**config.mk**
```make
export PLATFORM = sky130hd
export DESIGN_NAME = nmea_ubx_frame_splitter_unit
export DESIGN_NICKNAME = d
export VERILOG_FILES = /design/src/rtl/core/nufs_pkg.sv /design/src/rtl/core/nmea_ubx_frame_splitter_unit.sv
export VERILOG_INCLUDE_DIRS = /design/src /design/src/rtl/core
export SDC_FILE = /design/constraint.sdc
export NUM_CORES = 1
export LEC_CHECK = 0
export BUFFER_PORTS_ARGS = -buffer_cell sky130_fd_sc_hd__clkbuf_2
export CORE_MARGIN = 2
export CORE_UTILIZATION = 60
export CTS_BUF_LIST = sky130_fd_sc_hd__clkbuf_8
export DETAILED_ROUTE_END_ITERATION = 6
export PLACE_DENSITY = 0.82
export SLEW_MARGIN = 10
export SYNTH_ARGS = -nofsm -noshare
export SYNTH_HDL_FRONTEND = slang
export SYNTH_SLANG_ARGS = --single-unit
```
**constraint.sdc**
```tcl
create_clock -name clk -period 4.2 [get_ports clk]
set_clock_uncertainty 0.1 [all_clocks]
set_input_delay 0.21 -clock clk [delete_from_list [all_inputs] [get_ports clk]]
set_output_delay 0.21 -clock clk [all_outputs]
set_load 0.02 [all_outputs]
```
**src/rtl/core/nmea_ubx_frame_splitter_unit_defines.svh**
```systemverilog
// ---------------------------------------------------------------------------
// NMEA/UBX frame splitter assertion macros
// Shared concurrent assertion forms, clocked on clk and disabled in reset.
// ---------------------------------------------------------------------------
`ifndef NMEA_UBX_FRAME_SPLITTER_UNIT_DEFINES_SVH
`define NMEA_UBX_FRAME_SPLITTER_UNIT_DEFINES_SVH

// The consequent must hold in the same cycle as the antecedent.
`define NUFS_ASSERT_SAME(label, ante, cons) \
  label: assert property (@(posedge clk) disable iff (rst) (ante) |-> (cons)) \
    else $error("nufs same-cycle check failed");

// The consequent must hold in the cycle after the antecedent.
`define NUFS_ASSERT_NEXT(label, ante, cons) \
  label: assert property (@(posedge clk) disable iff (rst) (ante) |=> (cons)) \
    else $error("nufs next-cycle check failed");

`endif

```
**src/rtl/core/nufs_pkg.sv**
```systemverilog
// ---------------------------------------------------------------------------
// NMEA/UBX frame splitter package
// Byte codes, frame kinds, event codes and the result item type.
// ---------------------------------------------------------------------------
`timescale 1ns / 1ps

package nufs_pkg;

  localparam int BUF_BYTES_DEF = 256;
  localparam int UBX_OVERHEAD  = 8;

  localparam logic [7:0] SYNC1      = 8'hB5;
  localparam logic [7:0] SYNC2      = 8'h62;
  localparam logic [7:0] NMEA_START = 8'h24;
  localparam logic [7:0] CH_LF      = 8'h0A;
  localparam logic [7:0] CH_CR      = 8'h0D;

  localparam logic [1:0] KIND_NONE = 2'd0;
  localparam logic [1:0] KIND_NMEA = 2'd1;
  localparam logic [1:0] KIND_UBX  = 2'd2;

  localparam logic [2:0] EV_NONE      = 3'd0;
  localparam logic [2:0] EV_NMEA_DONE = 3'd1;
  localparam logic [2:0] EV_UBX_DONE  = 3'd2;
  localparam logic [2:0] EV_OVERFLOW  = 3'd3;
  localparam logic [2:0] EV_BAD_SYNC  = 3'd4;
  localparam logic [2:0] EV_LEN_LARGE = 3'd5;

  typedef struct packed {
    logic [7:0] byte_out;
    logic       stored;
    logic [7:0] position;
    logic [1:0] frame_kind;
    logic [2:0] event_res;
    logic [8:0] frame_length;
  } result_t;

endpackage

```
**src/rtl/core/nmea_ubx_frame_splitter_unit.sv**
```systemverilog
// ---------------------------------------------------------------------------
// NMEA/UBX frame splitter
// Classifies each received byte as part of an NMEA line, a UBX frame or neither.
// ---------------------------------------------------------------------------
// Each byte passes through the input register and then the result register;
// a stalled result holds the byte behind it.
// Throughput: one byte per cycle while the result is not stalled; the parser
// state updates as a byte moves from the input register to the result register.
// Reset (rst, synchronous) empties both registers and returns the parser
// to waiting for a start byte with a zero fill count.
`timescale 1ns / 1ps
`include "nmea_ubx_frame_splitter_unit_defines.svh"

module nmea_ubx_frame_splitter_unit
  import nufs_pkg::*;
#(
  parameter int BUF_BYTES = BUF_BYTES_DEF
) (
  input  logic       clk,
  input  logic       rst,
  input  logic       rx_valid,
  output logic       rx_stall,
  input  logic [7:0] rx_byte,
  output logic       res_valid,
  input  logic       res_stall,
  output logic [7:0] byte_out,
  output logic       stored,
  output logic [7:0] position,
  output logic [1:0] frame_kind,
  output logic [2:0] event_res,
  output logic [8:0] frame_length
);

  localparam int FW = $clog2(BUF_BYTES + 1);

  localparam logic [FW-1:0] NMEA_LIMIT = FW'(BUF_BYTES - 1);
  localparam logic [FW-1:0] UBX_LIMIT  = FW'(BUF_BYTES);
  localparam logic [FW-1:0] LEN_DONE   = FW'(6);
  localparam logic [FW:0]   OVERHEAD   = (FW + 1)'(UBX_OVERHEAD);
  localparam logic [15:0]   LEN_MAX    = 16'(BUF_BYTES - UBX_OVERHEAD);

  localparam logic [2:0] S_WAIT    = 3'd0;
  localparam logic [2:0] S_NMEA    = 3'd1;
  localparam logic [2:0] S_SYNC2   = 3'd2;
  localparam logic [2:0] S_CLASS   = 3'd3;
  localparam logic [2:0] S_ID      = 3'd4;
  localparam logic [2:0] S_LEN     = 3'd5;
  localparam logic [2:0] S_PAYLOAD = 3'd6;

  // Input register and result register.
  logic          in_full;
  logic [7:0]    in_byte;
  logic          out_full;
  result_t       res;

  // Parser state.
  logic [2:0]    frame_state, frame_state_next;
  logic [FW-1:0] fill_count, fill_count_next;
  logic [7:0]    length_low, length_low_next;
  logic [FW-1:0] payload_length, payload_length_next;

  logic          out_ready;
  logic          advance;
  result_t       res_next;
  logic [FW-1:0] fill_inc;
  logic [15:0]   ubx_len;
  logic [FW+8:0] pos_wide;
  logic [FW+8:0] len_wide;
  logic [FW-1:0] pos_fill;
  logic [FW-1:0] len_fill;

  assign out_ready = !out_full || !res_stall;
  assign advance   = in_full && out_ready;
  assign rx_stall  = in_full && !out_ready;

  assign fill_inc  = fill_count + FW'(1);
  assign ubx_len   = {in_byte, length_low};

  always_comb begin
    frame_state_next    = frame_state;
    fill_count_next     = fill_count;
    length_low_next     = length_low;
    payload_length_next = payload_length;
    res_next            = '0;
    res_next.byte_out   = in_byte;
    pos_fill            = '0;
    len_fill            = '0;

    case (frame_state)
      S_WAIT: begin
        if (in_byte == NMEA_START || in_byte == SYNC1) begin
          res_next.stored = 1'b1;
          fill_count_next = FW'(1);
          if (in_byte == NMEA_START) begin
            res_next.frame_kind = KIND_NMEA;
            frame_state_next    = S_NMEA;
          end else begin
            res_next.frame_kind = KIND_UBX;
            frame_state_next    = S_SYNC2;
          end
        end
      end
      S_NMEA: begin
        res_next.frame_kind = KIND_NMEA;
        if (in_byte == CH_LF) begin
          res_next.event_res = EV_NMEA_DONE;
          len_fill           = fill_count;
          frame_state_next   = S_WAIT;
          fill_count_next    = '0;
        end else if (in_byte == CH_CR) begin
          // Carriage returns inside a line are dropped silently.
        end else if (fill_count < NMEA_LIMIT) begin
          res_next.stored = 1'b1;
          pos_fill        = fill_count;
          fill_count_next = fill_inc;
        end else begin
          res_next.event_res = EV_OVERFLOW;
          frame_state_next   = S_WAIT;
          fill_count_next    = '0;
        end
      end
      S_SYNC2: begin
        res_next.frame_kind = KIND_UBX;
        if (in_byte == SYNC2) begin
          res_next.stored  = 1'b1;
          pos_fill         = fill_count;
          fill_count_next  = fill_inc;
          frame_state_next = S_CLASS;
        end else begin
          res_next.event_res = EV_BAD_SYNC;
          frame_state_next   = S_WAIT;
          fill_count_next    = '0;
        end
      end
      S_CLASS, S_ID: begin
        res_next.frame_kind = KIND_UBX;
        res_next.stored     = 1'b1;
        pos_fill            = fill_count;
        fill_count_next     = fill_inc;
        frame_state_next    = frame_state + 3'd1;
      end
      S_LEN: begin
        res_next.frame_kind = KIND_UBX;
        res_next.stored     = 1'b1;
        pos_fill            = fill_count;
        fill_count_next     = fill_inc;
        if (fill_inc < LEN_DONE) begin
          length_low_next = in_byte;
        end else if (ubx_len > LEN_MAX) begin
          // The second length byte is still reported as stored.
          res_next.event_res = EV_LEN_LARGE;
          frame_state_next   = S_WAIT;
          fill_count_next    = '0;
        end else begin
          payload_length_next = ubx_len[FW-1:0];
          frame_state_next    = S_PAYLOAD;
        end
      end
      S_PAYLOAD: begin
        res_next.frame_kind = KIND_UBX;
        if (fill_count < UBX_LIMIT) begin
          res_next.stored = 1'b1;
          pos_fill        = fill_count;
          fill_count_next = fill_inc;
          if ({1'b0, fill_inc} >= OVERHEAD + {1'b0, payload_length}) begin
            res_next.event_res = EV_UBX_DONE;
            len_fill           = fill_inc;
            frame_state_next   = S_WAIT;
            fill_count_next    = '0;
          end
        end else begin
          res_next.event_res = EV_OVERFLOW;
          frame_state_next   = S_WAIT;
          fill_count_next    = '0;
        end
      end
      default: begin
        frame_state_next = S_WAIT;
        fill_count_next  = '0;
      end
    endcase

    pos_wide              = {9'd0, pos_fill};
    len_wide              = {9'd0, len_fill};
    res_next.position     = pos_wide[7:0];
    res_next.frame_length = len_wide[8:0];
  end

  always_ff @(posedge clk) begin
    if (rst) begin
      in_full        <= 1'b0;
      out_full       <= 1'b0;
      frame_state    <= S_WAIT;
      fill_count     <= '0;
      length_low     <= '0;
      payload_length <= '0;
    end else begin
      if (rx_valid && !rx_stall) begin
        in_full <= 1'b1;
      end else if (advance) begin
        in_full <= 1'b0;
      end
      if (advance) begin
        out_full       <= 1'b1;
        frame_state    <= frame_state_next;
        fill_count     <= fill_count_next;
        length_low     <= length_low_next;
        payload_length <= payload_length_next;
      end else if (!res_stall) begin
        out_full <= 1'b0;
      end
    end
  end

  always_ff @(posedge clk) begin
    if (rx_valid && !rx_stall) begin
      in_byte <= rx_byte;
    end
    if (advance) begin
      res <= res_next;
    end
  end

  assign res_valid    = out_full;
  assign byte_out     = res.byte_out;
  assign stored       = res.stored;
  assign position     = res.position;
  assign frame_kind   = res.frame_kind;
  assign event_res    = res.event_res;
  assign frame_length = res.frame_length;

  `NUFS_ASSERT_SAME(a_idle_empty, frame_state == S_WAIT, fill_count == '0)
  `NUFS_ASSERT_SAME(a_payload_header, frame_state == S_PAYLOAD, fill_count >= LEN_DONE)
  `NUFS_ASSERT_NEXT(a_event_ends_frame, advance && res_next.event_res != EV_NONE, frame_state == S_WAIT)
  `NUFS_ASSERT_SAME(a_full_out_blocks, in_full && out_full && res_stall, rx_stall)

endmodule
```
==> summary.md, run 1 <==
| Metric | Value |
|---|---|
| Max frequency | 259 MHz |
| Final Core Density | 71.6% |
| GP Congestion | 0.893 |
| YS warnings | 0 |
| Worst-Skew Late Latency | 0.35 ns |
| Unrepaired setup endpoints after global routing | false |
| Area grow syn2layout | 14.9% |
| Clk buf depth | 2 |
| Reg-to-reg setup timing slack | 0.34 ns |
| First-pass GRT wire length | 13800 microns |
| Initial antenna violation count | 0 |
| Post-Route WL | 8530 microns |
| Nets | 439 |
| Post-synthesis sequential area ratio | 48.5% |
| Reg area | 1790 sq um |
| Die H | 82.4 microns |
| Worst r2r dst | frame_length[5] |
| Logic pwr share | 4.8% |
| Synthesized instance count | 363 |
| Critical path cell sequence | ha_1 -> nand3_1 -> nor2_1 -> nand3_1 -> xnor2_1 -> ha_1 -> and2_1 -> a221oi_1 -> o211ai_1 -> nand3_1 -> o21ai_0 -> mux2_2 |
| Core region area | 5920 sq um |
| Final setup vio count | 0 |
| Die ar. | 6790 sq um |
| DRC Markers | 0 |
| Crit end category | register |
| Hold Path Stages | 3 |
| Num ports | 45 |
| Worst Setup EP | frame_length[5] |
| TNS Setup | 0 ns |
| Final period utilization | 91.9% |
| Worst setup startpoint | fill_count[0] |
| Crit start category | register |
| CTS clock-pin slew for the worst setup and hold paths | 0.07 ns |
| Slew Limit Fails | 0 |
| Max VDD drop | 255 uV |
| Number of synthesized flops with an enable pin | 39 |
| Row Count | 28 |
| Layout cell share with drive strength beyond 1 | 17.3% |
| Multi-input logic area | 1740 sq um |
| Syn nets | 390 |
| Final hold violations | 0 |
| Max-cap violation count | 0 |
| FF+latch count, synth | 70 |
| Crit path max fanout | 13 |
| Library cells used by synthesis | 58 |
| Worst flop-to-flop path startpoint | fill_count[0] |
| PortBufs | 44 |
| Vias | 3039 |
| Pwr dens | 326 nW/um^2 |
| Slowest CP cell | dfxtp_1 |
| Wire per inst | 17.3 microns |
| CTS tree | yes |
| Cell area after layout | 4240 sq um |
| Clk pwr share | 40.6% |
| Status | completed |
| Worst Hold Class | in -> reg |
| Crit-path most repeated cell | nand3_1 |
| Post-CTS setup buffers | 0 |
| Internal Power | 1.06 mW |
| DRT Pass-1 Iters | 5 |
| ANT cells | 0 |
| H-tree Lvls | 3 |
| CP Class | reg -> reg |
| Critical Path AT | 3.86 ns |
| Switching Share | 23.4% |
| Mapped Avg Cell Area | 10.2 sq um |
| Worst-Margin Slew | 1.20 ns |
| Post-route minimum period | 3.86 ns |
| Clock tree sinks | 70 |
| Dpl hpwl | 5820 microns |
| All-layer global routing usage | 27.2% |
| Dpl cell area | 3950 sq um |
| CP required | 4.20 ns |
| CTS Root Cell | clkbuf_8 |
| Vias in the first global route | 2823 |
| Switch Pwr | 324 uW |
| Die X | 82.4 microns |
| Initial Util | 62.3% |
| Via density | 6.18 |
| Routed Antenna Nets | 0 |
| Worst Reg2Reg Path Length in Cells | 12 |
| Most common cell after layout, fill and taps aside | clkbuf_2 |
| Post-Syn Area | 3690 sq um |
| Largest net degree at the start of global routing | 33 |
| CTS Buf Count | 9 |
| Rel. slew slack | 19.9% |
| Sequential Power Share | 54.5% |
| GR Overflow Total | 0 |
| Synth async-reset ratio | 0% |
| Fillcell total | 438 |
| Largest stage delay, worst path | 0.56 ns |
| Initial DRC Count | 333 |
| Dominant synthesized flop cell | edfxtp_1 |
| Leakage | 1.70 nW |
| Most frequent cells in the layout | clkbuf_2 (44), edfxtp_1 (39), dfxtp_1 (31) |
[metrics by stage]
step	hold slack, ns	worst slack [ns]	total power [mW]	instances
3_3_place_gp	0.287	0.681	0.827	467
6_report	0.0262	0.341	1.38	492
4_1_cts	0.0101	0.420	1.39	492
3_5_place_dp	0.289	0.458	0.829	467
5_1_grt	0.0470	0.0755	1.43	492
2_1_floorplan	0.209	0.844	0.803	363
[routing by layer]
layer	vias up	share of wire [%]	global-route usage, %
li1	1439	-	-
met3	25	7.3	6.85
met4	0	2.1	10.8
met5	-	0	0
met2	161	47	42.1
met1	1414	44	36.4
[what timing repair did]
item,CTS,global route
resized for setup,0,0
hold buffers,9,0
endpoints found under the hold margin,9,0
[worst min path at each step]
| stage | startpoint | endpoint | slack [ns] |
|---|---|---|---|
| floorplan | rx_byte[0] | in_byte[0] | 0.21 |
| finish | res_stall | res_valid | 0.03 |
| detailed placement | rx_byte[1] | in_byte[1] | 0.29 |
| CTS | res_stall | res_valid | 0.01 |
| global placement | rx_byte[3] | in_byte[3] | 0.29 |
| global route | res_stall | res_valid | 0.05 |
[critical path: cells and delay by family, from the launching register on]
kind,cells,cell delay [ns]
fa+ha+maj,2,0.62
mux,1,0.27
flops,1,0.56
simple gates,5,1.17
compound gates,3,0.70
xor+xnor,1,0.19
[registers in the layout, summed over array words and instances (netlist names), 2 cells and up]
register / cells
byte_out: 8
event_res: 3
frame_length: 9
frame_kind: 2
length_low: 8
frame_state: 3
in_byte: 8
fill_count: 9
payload_length: 9
position: 8
[area by class of cell]
type,instances,area share (%)
sequential,70,42.2
multi-input combinational,258,41.1
timing repair buffer,59,8.38
clock buffer,10,3.24
tap,75,2.21
clock inverter,6,1.59
inverter,14,1.24
[synth_stat cells (5+ instances only)]
cell type,n,area [sq um]
edfxtp_1,39,1170
dfxtp_1,31,621
nor2_1,30,113
nand2_1,25,93.8
mux2i_1,18,180
ha_1,15,188
nand3_1,15,75.1
a21oi_1,14,70.1
inv_1,14,52.6
and2_1,13,81.3
clkbuf_1,13,48.8
o21ai_0,11,55.1
nor3_1,9,45.0
nand2b_1,8,50.1
nand4_1,8,50.1
nor2b_1,8,50.1
xnor2_1,6,52.6
a21o_1,5,37.5
and3_1,5,31.3
o211ai_1,5,37.5
o22ai_1,5,31.3
[power groups by stage]
stage               Clock [mW]  Combinational (mW)  Sequential, mW
global placement             0              0.0580           0.769
detailed placement           0              0.0592           0.770
floorplan                    0              0.0193           0.783
CTS                      0.570              0.0660           0.754
finish                   0.562              0.0668           0.754
global route             0.601              0.0716           0.757
[cells by family (layout without fill, tap and decap cells)]
logic type | Yosys count | in the layout | share of synthesized area (%)
buffers and inverters | 35 | 89 | 4.24
flip-flops | 70 | 70 | 48.5
XOR/XNOR | 10 | 10 | 2.37
adder cells (fa/ha/maj) | 15 | 15 | 5.08
multiplexers | 19 | 19 | 5.19
AND/OR/NAND/NOR | 147 | 147 | 21.7
AO/OA/AOI/OAI | 67 | 67 | 12.8
(Power assumes the default switching activity.)
==> run 2: changes to the inputs <==
--- a/config.mk
+++ b/config.mk
@@ -7,6 +7,7 @@
 export NUM_CORES = 1
 export LEC_CHECK = 0
 export BUFFER_PORTS_ARGS = -buffer_cell sky130_fd_sc_hd__clkbuf_2
+export CORE_ASPECT_RATIO = 0.9
 export CORE_MARGIN = 2
 export CORE_UTILIZATION = 60
 export CTS_BUF_LIST = sky130_fd_sc_hd__clkbuf_8
==> run 2 against run 1 <==
Compared with the run above:
- hold slack better by 0.33 ns
- clock power is 3.7% lower
- die area hardly changed
- maximum frequency hardly changed
- first-iteration DRC count is 8.4% higher
- register-to-register slack hardly changed
- critical path type unchanged
- routed wire length is 0.79% lower
- highest routed layer unchanged
==> summary.md, run 2 (same netlist as run 1, synthesis figures left out) <==
| Metric | Value |
|---|---|
| Leakage | 1.70 nW |
| Wire per inst | 17.2 microns |
| Worst-Skew Late Latency | 0.37 ns |
| Largest net degree at the start of global routing | 33 |
| H-tree Lvls | 3 |
| Critical path cell sequence | ha_1 -> nand3_1 -> nor2_1 -> nand3_1 -> xnor2_1 -> ha_1 -> and2_1 -> a221oi_1 -> a32oi_1 -> a21boi_0 -> buf_4 -> or3b_1 -> o32ai_1 |
| Unrepaired setup endpoints after global routing | false |
| Clock tree sinks | 70 |
| Nets | 441 |
| Final worst slack | 0.339 ns |
| GP Congestion | 1.02 |
| CTS Root Cell | clkbuf_8 |
| Final period utilization | 91.9% |
| DRC Markers | 0 |
| Reg-to-reg setup timing slack | 0.34 ns |
| Worst r2r dst | frame_state[2] |
| Crit end category | register |
| CTS tree | yes |
| CTS clock-pin slew for the worst setup and hold paths | 0.09 ns |
| Cell area after layout | 4240 sq um |
| Routed Antenna Nets | 0 |
| Crit path max fanout | 13 |
| Num ports | 45 |
| Vias | 3036 |
| CP required | 4.37 ns |
| Worst Hold Class | in -> reg |
| Worst Setup EP | frame_state[2] |
| Worst Reg2Reg Path Length in Cells | 13 |
| Initial Util | 61.0% |
| Slowest CP cell | dfxtp_1 |
| Post-CTS setup buffers | 0 |
| Slew Limit Fails | 0 |
| Hold slack | 0.357 ns |
| First-pass GRT wire length | 13500 microns |
| Vias in the first global route | 2719 |
| Most frequent cells in the layout | clkbuf_2 (44), edfxtp_1 (39), dfxtp_1 (31) |
| PortBufs | 44 |
| Largest stage delay, worst path | 0.55 ns |
| Post-route minimum period | 3.86 ns |
| Via density | 6.18 |
| Crit start category | register |
| Core region area | 6050 sq um |
| Final hold violations | 0 |
| Final setup vio count | 0 |
| Row Count | 27 |
| Critical Path AT | 4.03 ns |
| Fillcell total | 458 |
| Worst-Margin Slew | 1.17 ns |
| DRT Pass-1 Iters | 5 |
| CP Class | reg -> reg |
| Worst flop-to-flop path startpoint | fill_count[0] |
| Pre-CTS setup slack | 0.505 ns |
| Die X | 86.7 microns |
| Hold-fix buffers, CTS | 10 |
| Rel. slew slack | 21.7% |
| Most common cell after layout, fill and taps aside | clkbuf_2 |
| TNS Setup | 0 ns |
| CTS Buf Count | 9 |
| Die H | 78.4 microns |
| Clk buf depth | 2 |
| Die ar. | 6800 sq um |
| Worst setup startpoint | fill_count[0] |
| All-layer global routing usage | 26.1% |
| ANT cells | 0 |
| Post-Route WL | 8470 microns |
| Dpl hpwl | 5900 microns |
| Initial DRC Count | 361 |
| Max VDD drop | 216 uV |
| Max frequency | 259 MHz |
| GR Overflow Total | 0 |
| Layout cell share with drive strength beyond 1 | 17.4% |
| Dpl cell area | 3950 sq um |
| Area grow syn2layout | 14.9% |
| CTS resizes | 0 |
| Pwr dens | 321 nW/um^2 |
| Status | completed |
| Initial antenna violation count | 0 |
| Max-cap violation count | 0 |
==> run 2: worst min path at each step <==
| stage | startpoint | to | depth (start not counted) |
|---|---|---|---|
| after CTS | rst | payload_length[0] | 2 |
| after global placement | rx_byte[4] | in_byte[4] | 1 |
| after floorplan | rx_byte[0] | in_byte[0] | 0 |
| after detailed placement | rx_byte[1] | in_byte[1] | 1 |
| final | rst | payload_length[0] | 2 |
| after global routing | rst | payload_length[7] | 2 |
==> run 2: per-layer routing <==
layer / track usage (%) / part of all wire, % / vias up
li1: - / - / 1443
met1: 35.9 / 44 / 1437
met2: 38.8 / 46 / 135
met3: 8.41 / 8.1 / 21
met4: 8.91 / 2.1 / 0
met5: 0 / 0 / -
==> run 2: per-stage QoR <==
stage	utilization (%)	power (mW)	cells
after floorplan	-	0.803	363
after global placement	65.3	0.827	465
after detailed placement	65.3	0.828	465
after CTS	70.2	1.37	491
after global routing	70.2	1.40	491
final	70.2	1.36	491
==> run 2: power by group <==
part,internal (mW),total (mW),switching [mW]
Combinational,0.0231,0.0666,0.0435
Sequential,0.742,0.753,0.0117
Clock,0.235,0.541,0.306
==> run 2: critical path: cells and delay by family (launching register included) <==
kind,cells,cell delay [ns]
compound gates,4,0.93
xor+xnor,1,0.19
fa+ha+maj,2,0.63
buf+inv,1,0.25
flops,1,0.55
simple gates,5,1.10
==> run 2: cell type report <==
cell class	count	area [sq um]	share of cell area, %
tap	72	90.1	2.12
multi-input combinational	258	1740	41.1
clock inverter	7	68.8	1.62
timing repair buffer	61	373	8.79
sequential	70	1790	42.2
inverter	14	52.6	1.24
clock buffer	9	124	2.92
==> run 3: changes to the inputs <==
--- a/config.mk
+++ b/config.mk
@@ -13,6 +13,7 @@
 export CTS_BUF_LIST = sky130_fd_sc_hd__clkbuf_8
 export DETAILED_ROUTE_END_ITERATION = 6
 export PLACE_DENSITY = 0.82
+export SKIP_CTS_REPAIR_TIMING = 1
 export SLEW_MARGIN = 10
 export SYNTH_ARGS = -nofsm -noshare
 export SYNTH_HDL_FRONTEND = slang
==> constraint.sdc (replaced) <==
create_clock -name clk -period 4 [get_ports clk]
set_clock_uncertainty 0.1 [all_clocks]
set_input_delay 0.2 -clock clk [delete_from_list [all_inputs] [get_ports clk]]
set_output_delay 0.2 -clock clk [all_outputs]
set_load 0.02 [all_outputs]
==> run 3 against run 2 <==
Compared with the run above:
- clock power is 9.2% higher
- largest power group unchanged
- largest cell class unchanged
- first-iteration DRC count shrank 17%
- via count rose by 0.92%
- non-clock buffer count is 1 higher
- die area unchanged
- sequential power increased by 5.0%
==> summary.md, run 3 (same netlist as run 1, synthesis figures left out) <==
| Metric | Value |
|---|---|
| Largest net degree at the start of global routing | 33 |
| Max-cap violation count | 0 |
| CTS tree | yes |
| Die H | 78.4 microns |
| Rel. slew slack | 24.7% |
| Most frequent cells in the layout | clkbuf_2 (44), edfxtp_1 (39), dfxtp_1 (31) |
| Multi-input logic area | 1740 sq um |
| Vias | 3064 |
| Logic pwr share | 4.8% |
| CP Class | reg -> reg |
| CTS Root Cell | clkbuf_8 |
| Critical Path AT | 3.83 ns |
| Unrepaired setup endpoints after global routing | false |
| Pwr dens | 341 nW/um^2 |
| Clk buf depth | 2 |
| Post-route minimum period | 3.81 ns |
| Worst-Margin Slew | 1.12 ns |
| Switch Pwr | 354 uW |
| Reg area | 1790 sq um |
| Routed Antenna Nets | 0 |
| DRT Pass-1 Iters | 7 |
| Most common cell after layout, fill and taps aside | clkbuf_2 |
| Status | completed |
| Worst Hold Class | in -> reg |
| Final period utilization | 95.4% |
| Wire per inst | 17.2 microns |
| CTS Buf Count | 9 |
| Worst-Skew Late Latency | 0.36 ns |
| Clk pwr share | 40.7% |
| Max frequency | 262 MHz |
| Dpl hpwl | 5940 microns |
| CP required | 4.02 ns |
| PortBufs | 44 |
| GR Overflow Total | 0 |
| Row Count | 27 |
| Via density | 6.23 |
| First-pass GRT wire length | 13500 microns |
| Initial DRC Count | 299 |
| Final hold violations | 0 |
| Slew Limit Fails | 0 |
| DRC Markers | 0 |
| Switching Share | 24.4% |
| Nets | 442 |
| Sequential Power Share | 54.5% |
| Die ar. | 6800 sq um |
| GP Congestion | 1.03 |
| Final Core Density | 70.4% |
| Leakage | 1.69 nW |
| Post-Route WL | 8440 microns |
| ANT cells | 0 |
| Crit end category | register |
| Crit start category | register |
| Power, Total | 1.45 mW |
| Crit path max fanout | 13 |
| Core region area | 6050 sq um |
| Max VDD drop | 288 uV |
| CTS clock-pin slew for the worst setup and hold paths | 0.08 ns |
| H-tree Lvls | 3 |
| Clock tree sinks | 70 |
| Fillcell total | 454 |
| Layout cell share with drive strength beyond 1 | 17.9% |
| All-layer global routing usage | 26.0% |
| Num ports | 45 |
| Internal Power | 1.10 mW |
| Initial antenna violation count | 0 |
| Area grow syn2layout | 15.4% |
| Hold slack | 0.0110 ns |
| Final setup vio count | 0 |
| Vias in the first global route | 2718 |
| Initial Util | 61.0% |
| Die X | 86.7 microns |
| TNS Setup | 0 ns |
[run 3: critical path: stages, from the launching register on]
cell,delay [ns]
dfxtp_1,0.47
ha_1,0.30
nand3_1,0.14
nor2_1,0.22
nand3_1,0.20
xnor2_1,0.19
ha_1,0.32
and2_1,0.16
a221oi_1,0.39
o211ai_1,0.26
nand3_1,0.41
o21ai_0,0.15
mux2_2,0.28
[run 3: area by class of cell]
class	count	share of cell area, %
Timing Repair Buffer	62	8.87
Clock inverter	7	1.88
Inverter	14	1.23
Multi-Input combinational cell	258	40.9
Clock buffer	9	2.91
Sequential cell	70	42.1
Tap cell	72	2.12
[run 3: path summary, 6_finish.rpt]
| path | endpoint | slack (ns) | start | cells past startpoint |
|---|---|---|---|---|
| setup / recovery | frame_length[5] | 0.19 | fill_count[1] | 12 |
| hold / removal | res_valid | 0.01 | res_stall | 3 |
| setup reg to reg | frame_length[5] | 0.19 | fill_count[1] | 12 |
| hold reg to reg | payload_length[2] | 0.40 | payload_length[2] | 2 |
[run 3: power by group through the flow]
stage	logic [mW]	clock network, mW	registers [mW]
floorplan	0.0203	0	0.822
finish	0.0695	0.591	0.791
CTS	0.0624	0.591	0.791
global route	0.0746	0.622	0.794
global placement	0.0613	0	0.807
detailed placement	0.0622	0	0.808
[run 3: metrics by stage]
step / cell area (sq um) / instances / worst slack (ns)
floorplan: 3690 / 363 / 0.644
global placement: 3970 / 467 / 0.545
detailed placement: 3970 / 467 / 0.286
CTS: 4170 / 483 / 0.284
global route: 4260 / 492 / 0.0199
finish: 4260 / 492 / 0.185
[run 3: routing by layer]
layer | wire, microns | global-route usage [%]
met5 | 0 | 0
met4 | 193 | 9.69
met3 | 584 | 5.68
met2 | 3870 | 39.5
met1 | 3790 | 36.5
